File: config.mk
export PLATFORM = sky130hd
export DESIGN_NAME = mf3_median_core
export DESIGN_NICKNAME = d
export VERILOG_FILES = /design/src/mf3_pkg.sv /design/src/mf3_median_core.sv
export SDC_FILE = /design/constraint.sdc
export NUM_CORES = 1
export LEC_CHECK = 0
export ABC_AREA = 1
export BUFFER_PORTS_ARGS = -buffer_cell sky130_fd_sc_hd__buf_2
export CORE_ASPECT_RATIO = 0.75
export CORE_MARGIN = 8
export CORE_UTILIZATION = 55
export CTS_BUF_LIST = sky130_fd_sc_hd__clkbuf_4 sky130_fd_sc_hd__clkbuf_8
export CTS_CLUSTER_SIZE = 8
export DETAILED_ROUTE_END_ITERATION = 8
export GPL_ROUTABILITY_DRIVEN = 0
export GPL_TIMING_DRIVEN = 0
export PLACE_DENSITY_LB_ADDON = 0.3
export SLEW_MARGIN = 20
export SYNTH_ARGS = -nofsm -noshare
export SYNTH_HDL_FRONTEND = slang
export SYNTH_SLANG_ARGS = --single-unit
export TNS_END_PERCENT = 10
File: constraint.sdc
create_clock -name clk -period 8 [get_ports clk]
set_clock_uncertainty 0.05 [all_clocks]
set_input_delay 0.4 -clock clk [delete_from_list [all_inputs] [get_ports clk]]
set_output_delay 0.4 -clock clk [all_outputs]
set_load 0.02 [all_outputs]
File: src/mf3_pkg.sv
package mf3_pkg;

	// Field and register widths.
	localparam int CHAN_W     = 8;
	localparam int CFG_IDX_W  = 4;
	localparam int CFG_DATA_W = 11;
	localparam int ROW_W      = 11;

	// Frame size limits and reset values.
	localparam int MIN_DIM      = 3;
	localparam int MAX_HEIGHT   = 1024;
	localparam int RESET_WIDTH  = 640;
	localparam int RESET_HEIGHT = 480;

	// Configuration register indexes.
	typedef enum logic [CFG_IDX_W-1:0] {
		CFG_IMAGE_WIDTH  = 4'd0,
		CFG_IMAGE_HEIGHT = 4'd1
	} cfg_idx_t;

	// Input item commands.
	typedef enum logic {
		CMD_PIXEL = 1'b0,
		CMD_FLUSH = 1'b1
	} cmd_t;

	typedef logic [CHAN_W-1:0] chan_t;

	// Element 0 is the first channel, which sits in the low byte.
	typedef chan_t [2:0] pix_t;

	typedef struct packed {
		chan_t lo;
		chan_t mid;
		chan_t hi;
	} sort3_t;

	// One window column: each channel sorted over the three rows, plus the
	// unsorted middle row for pass-through of border pixels.
	typedef struct packed {
		pix_t lo;
		pix_t mid;
		pix_t hi;
		pix_t raw;
	} col_t;

	// Per-item control that travels with the pixel data down the pipeline.
	typedef struct packed {
		logic have;
		logic border;
		logic last;
	} meta_t;

	function automatic sort3_t sort3(chan_t a, chan_t b, chan_t c);
		chan_t x;
		chan_t y;
		chan_t z;
		chan_t t;
		sort3_t r;
		x = a;
		y = b;
		z = c;
		if (x > y) begin
			t = x;
			x = y;
			y = t;
		end
		if (y > z) begin
			t = y;
			y = z;
			z = t;
		end
		if (x > y) begin
			t = x;
			x = y;
			y = t;
		end
		r.lo  = x;
		r.mid = y;
		r.hi  = z;
		return r;
	endfunction

	function automatic chan_t max3(chan_t a, chan_t b, chan_t c);
		chan_t m;
		m = (a > b) ? a : b;
		return (m > c) ? m : c;
	endfunction

	function automatic chan_t min3(chan_t a, chan_t b, chan_t c);
		chan_t m;
		m = (a < b) ? a : b;
		return (m < c) ? m : c;
	endfunction

	function automatic chan_t med3(chan_t a, chan_t b, chan_t c);
		chan_t lo;
		chan_t hi;
		chan_t m;
		lo = (a < b) ? a : b;
		hi = (a < b) ? b : a;
		m  = (hi < c) ? hi : c;
		return (lo > m) ? lo : m;
	endfunction

endpackage

File: src/mf3_median_core.sv
// Window and median datapath. Each new column is sorted as it enters the
// window; the median of nine is then the median of the largest low, the
// middle of the mids and the smallest high over the three columns.
module mf3_median_core (
	input  logic           clk,
	input  logic           arst_n,
	input  logic           en,
	input  logic           v_s1,
	input  mf3_pkg::meta_t meta_s1,
	input  mf3_pkg::pix_t  up_s1,
	input  mf3_pkg::pix_t  lo_s1,
	input  mf3_pkg::pix_t  pix_s1,
	output logic           res_valid,
	output mf3_pkg::pix_t  res_pix,
	output logic           res_last
);

	mf3_pkg::sort3_t new_srt [3];
	mf3_pkg::col_t   col_new;
	mf3_pkg::col_t   win_s2 [3];
	mf3_pkg::meta_t  meta_s2;
	logic            v_s2;

	mf3_pkg::pix_t   lomax_d;
	mf3_pkg::pix_t   midmed_d;
	mf3_pkg::pix_t   himin_d;
	mf3_pkg::pix_t   lomax_s3;
	mf3_pkg::pix_t   midmed_s3;
	mf3_pkg::pix_t   himin_s3;
	mf3_pkg::pix_t   center_s3;
	mf3_pkg::meta_t  meta_s3;
	logic            v_s3;

	mf3_pkg::pix_t   res_d;
	mf3_pkg::pix_t   out_pix_q;
	logic            out_last_q;
	logic            out_valid_q;

	// Sort the incoming column per channel: top row, middle row, new pixel.
	always_comb begin
		for (int k = 0; k < 3; k++) begin
			new_srt[k]     = mf3_pkg::sort3(up_s1[k], lo_s1[k], pix_s1[k]);
			col_new.lo[k]  = new_srt[k].lo;
			col_new.mid[k] = new_srt[k].mid;
			col_new.hi[k]  = new_srt[k].hi;
		end
		col_new.raw = lo_s1;
	end

	// The window shifts only for items that update the frame state.
	always_ff @(posedge clk) begin
		if (en && v_s1) begin
			win_s2[0] <= win_s2[1];
			win_s2[1] <= win_s2[2];
			win_s2[2] <= col_new;
			meta_s2   <= meta_s1;
		end
	end

	// Reduce the three sorted columns to three candidates per channel.
	always_comb begin
		for (int k = 0; k < 3; k++) begin
			lomax_d[k]  = mf3_pkg::max3(win_s2[0].lo[k], win_s2[1].lo[k], win_s2[2].lo[k]);
			midmed_d[k] = mf3_pkg::med3(win_s2[0].mid[k], win_s2[1].mid[k],
				win_s2[2].mid[k]);
			himin_d[k]  = mf3_pkg::min3(win_s2[0].hi[k], win_s2[1].hi[k], win_s2[2].hi[k]);
		end
	end

	always_ff @(posedge clk) begin
		if (en && v_s2) begin
			lomax_s3  <= lomax_d;
			midmed_s3 <= midmed_d;
			himin_s3  <= himin_d;
			center_s3 <= win_s2[1].raw;
			meta_s3   <= meta_s2;
		end
	end

	// Border pixels pass the window center; interior pixels take the median.
	always_comb begin
		for (int k = 0; k < 3; k++) begin
			res_d[k] = meta_s3.border ? center_s3[k]
				: mf3_pkg::med3(lomax_s3[k], midmed_s3[k], himin_s3[k]);
		end
	end

	always_ff @(posedge clk) begin
		if (en && v_s3 && meta_s3.have) begin
			out_pix_q  <= res_d;
			out_last_q <= meta_s3.last;
		end
	end

	// Stage valid bits; all stages move together when the output can advance.
	always_ff @(posedge clk or negedge arst_n) begin
		if (!arst_n) begin
			v_s2        <= 1'b0;
			v_s3        <= 1'b0;
			out_valid_q <= 1'b0;
		end else if (en) begin
			v_s2        <= v_s1;
			v_s3        <= v_s2;
			out_valid_q <= v_s3 && meta_s3.have;
		end
	end

	assign res_valid = out_valid_q;
	assign res_pix   = out_pix_q;
	assign res_last  = out_last_q;

endmodule

==> results.txt <==
* First-pass GRT wire length: 89690 um
- Summed over all nets, wire length on met3 after detailed routing comes to 3915 um.
- In this run, distinct cell masters in the synthesized netlist total 39.
- The count of cells in the finished layout, fillers not included, comes to 3504.
- For this design, the CTS-stage hold fixing added 26 buffers.
* Final number of hold-violating endpoints: 0
- The HPWL after detailed placement is 43310 um.
- Worst relative slew slack: 47.78%
- Measured in cells, the most critical reg-to-reg path has a length of 21.
* # Post-CTS Setup Buffers: 0
- 1st-iter DRT viols: 1438
- Of the total synthesized cell area, the portion taken by full adders, half adders and majority gates is 14.95%.
* Wire length on met1: 25310 um
- Cell Int Power: 4.453 mW
* Share of post-route cells with drive strength above 1: 11.45%
* Clk Latency, worst-skew pair: 0.64 ns
- Data on the critical path arrives at its endpoint at 5.66 ns.
* WL/cell: 15.80 um
- After detailed routing, the number of remaining DRC violations is 0.
- After layout, the minimum clock period comes to 5.379 ns.
- The cell sitting at the root of the clock tree is a clkbuf_8.
- Cells fill 61.58% of the core in the end.
* Sum of met2 wire segment lengths after detailed routing: 24700 um
* Number of port buffers: 104
* Compound-gate portion of the synthesized area: 12.68%
- In this run, flip-flops and latches consume 37.9% of the power.
* Num rows: 67
* Number of antenna violations at the first check in global routing: 3
* Critical path data required time: 8.28 ns
* Max stage delay on crit path: 0.55 ns
- Summed over all layers, the global routing overflow is 0.
* Cell count after synthesis: 2685
- Via/cell ratio: 5.492
- STA classifies the critical path endpoint as a register.
- Post-synthesis to final-layout area growth: 11.19%
- Of the synthesized area, sequential elements account for 48.02%.
* Synth top area share: 47.71%
- Leakage: 12.52 nW
- The number of clock buffers added by TritonCTS is 61.
- Synthesized netlist net count: 3058
- The die is 260.3 um wide.
- Flops & latches, synth: 394
* Simple-Gate Fraction of Synth Area: 17.55%
* Maximum fanout along the worst path: 10
- Number of levels in the clock H-tree: 2
* Number of fill cells in the layout: 3631
- After synthesis, the share of cell area in mux cells is 0%.
- Entering global routing, the biggest net connects 109 pins.
- The total count of max-transition violations in the final report came to 0.
- The setup path with the least slack is of type input pin to register.
- Derived from the worst setup path, the maximum achievable clock frequency is 0.1859 GHz.
* Via count: 19244
* Pre-Repair DR Iteration Count: 7
- Initial cell density of the core: 55.39%
- TritonCTS clock tree: built
- Cell types occupying the most area after synthesis: edfxtp_1 (48%), ha_1 (15%), nand2_1 (10%)
* Ports: 105
* Post-route clock period utilization: 67.24%
* # nets final: 3254
- Die outline area: 0.05184 mm2
* Final setup viols: 0
- Number of resized instances in the post-cts repair step: 0
* Parity-gate share of the synthesized area counting xor and xnor cells: 0%
- Library cell contributing the largest single delay on the critical path: dlygate4sd3_1
- The routed design has 55350 um of wire.
- The worst-case IR drop observed on VDD is 0.1368 mV.
* Number of warnings reported in the yosys synthesis log: 0
* Cell accounting for the most synthesized area: edfxtp_1
* Result of the run: finished clean
- By area, the combinational part of the netlist is dominated by simple AND/OR/NAND/NOR gates.
* NetSw: 2.674 mW
- Across the run, the number of max-cap violations was 0.
* Highest Signal Layer: met5
- For the pin with the worst max-slew slack, the measured transition is 0.7833 ns.
* Power Dens Cells: 260.5 mW/mm2
- From bottom edge to top edge, the die measures 199.2 um.
- The clock passes through at most 3 buffers.
- Of the total power, combinational logic draws 39.8%.
* Inst Count DP: 3378
- The cell that appears most often on the critical path is nand2_1.
* Startpoint type of the worst setup path: input pin
- Each instance of the synthesized netlist takes up on average 9.165 um2.
* Number of global-route vias before repair: 18627
- For this run, the total global-route usage over all layers was measured as 20.95%.
* Class of the tightest hold or removal check: input pin to asynchronous set/reset pin
- Relative contribution of the clock network to total power: 22.3%
- The synthesized netlist occupies a cell area of 0.02461 mm2.
- In this run the standard cell core region covers 0.04443 mm2.
- Net switching is 37.52% of the power.
- Clock-pin slew was measured on the worst setup and hold paths at 0.05 ns.
* RSZ-0062 raised after global routing: no
- The tree built by TritonCTS fans out to 394 sinks.
- Antenna Violating Nets Remaining: 0
## sequential cells by signal (all words and copies together) (netlist names)
| name | cells |
|---|---|
| meta_s3 | 3 |
| himin_s3 | 24 |
| v_s2 | 1 |
| win_s2 | 264 |
| lomax_s3 | 24 |
| midmed_s3 | 24 |
| res_valid | 1 |
| center_s3 | 24 |
| meta_s2 | 3 |
| v_s3 | 1 |
| res_pix | 24 |
| res_last | 1 |
## cell usage after synthesis, drive strengths merged
| library cell | number |
|---|---|
| o32ai | 1 |
| dfrtp | 3 |
| edfxtp | 391 |
| o31a | 1 |
| o21a | 12 |
| nor2b | 1 |
| o21ai | 241 |
| nand4 | 6 |
| nand2 | 681 |
| and2 | 27 |
| inv | 359 |
| a21oi | 244 |
| nand3 | 147 |
| nor2 | 174 |
| o31ai | 4 |
| nor3 | 1 |
| or2 | 3 |
| a211oi | 17 |
| o221ai | 4 |
| a32oi | 6 |
| buf | 41 |
| clkinv | 1 |
| o211ai | 8 |
| ha | 294 |
| clkbuf | 18 |
## through the flow
stage / hold slack (ns) / cell area (um2) / total power [mW] / TNS, ns / worst slack (ns)
finish: 0.05536 / 27360 / 7.127 / 0 / 2.621
global route: 0.003031 / 27360 / 7.670 / 0 / 2.284
CTS: 0.002430 / 27340 / 7.126 / 0 / 2.838
detailed placement: 0.1522 / 25960 / 5.508 / 0 / 2.734
global placement: 0.1453 / 25860 / 5.368 / -95.35 / -0.3986
floorplan: 0.05441 / 24610 / 4.806 / 0 / 1.743
## area by class of cell
type / count / area, um2 / share of cell area (%)
diodes: 2 / 5.005 / 0.01829
repair buffers: 133 / 863.3 / 3.155
well taps: 586 / 733.2 / 2.680
multi-input cells: 1872 / 11130 / 40.68
clock inverters: 16 / 95.09 / 0.3475
clock buffers: 82 / 1028 / 3.759
inverters: 360 / 1364 / 4.984
plain buffers: 59 / 324.1 / 1.184
flip-flops and latches: 394 / 11820 / 43.19
## layout by cell type (no fill, tap or decap), types with 7 or more instances in the layout
master         instances
and2_1                27
a21oi_2               24
o21ai_0              163
nand3_1              147
clkbuf_1              18
o21ai_2               21
o21ai_1               56
nand2_2               13
o211ai_1               7
o21a_1                12
edfxtp_1             391
dlygate4sd3_1         26
clkbuf_8              66
a21oi_1              220
buf_6                  7
buf_2                135
a211oi_2               9
nand2_4               14
inv_1                354
clkinv_1              11
a211oi_1               8
ha_1                 294
clkbuf_4              16
nor2_1               174
nand2_1              654
## worst paths after layout
check                      slack (ns)                        to                      from
max in group asynchronous        7.73     res_valid$_DFFE_PN0P_                    arst_n
hold / removal                   0.06          v_s2$_DFFE_PN0P_                    arst_n
setup reg to reg                 2.82     res_pix[13]$_DFFE_PP_    lomax_s3[15]$_DFFE_PP_
hold reg to reg                  0.35   center_s3[16]$_DFFE_PP_  win_s2[0][112]$_DFFE_PP_
setup / recovery                 2.62  win_s2[0][248]$_DFFE_PP_                 lo_s1[11]
min in group clk                 0.06  win_s2[0][198]$_DFFE_PP_                  lo_s1[6]
## cells by family after synthesis
family,after synthesis
buffers and inverters,419
adders and majority gates,294
DFF,394
and+or+nand+nor,1040
AOI/OAI and AO/OA,538
## power groups by stage
stage	logic [mW]	registers, mW	clock network [mW]
6_report	2.84	2.70	1.59
5_1_grt	3.24	2.72	1.72
4_1_cts	2.79	2.70	1.63
3_5_place_dp	2.76	2.74	0
3_3_place_gp	2.61	2.76	0
2_1_floorplan	2.08	2.72	0
## layer usage
metal  vias up  global-route usage [%]
li1       9561                       -
met1      8910                   28.80
met2       649                   33.45
met3       122                   3.836
met4         2                   6.870
met5         -                       0
## critical path: cells and delay by family
kind / cells / cell delay, ns
AOI/OAI and AO/OA: 9 / 1.58
adders and majority gates: 3 / 0.91
buffers and inverters: 8 / 1.89
and+or+nand+nor: 10 / 0.86
Note: power is estimated with default switching activity, not from simulation.
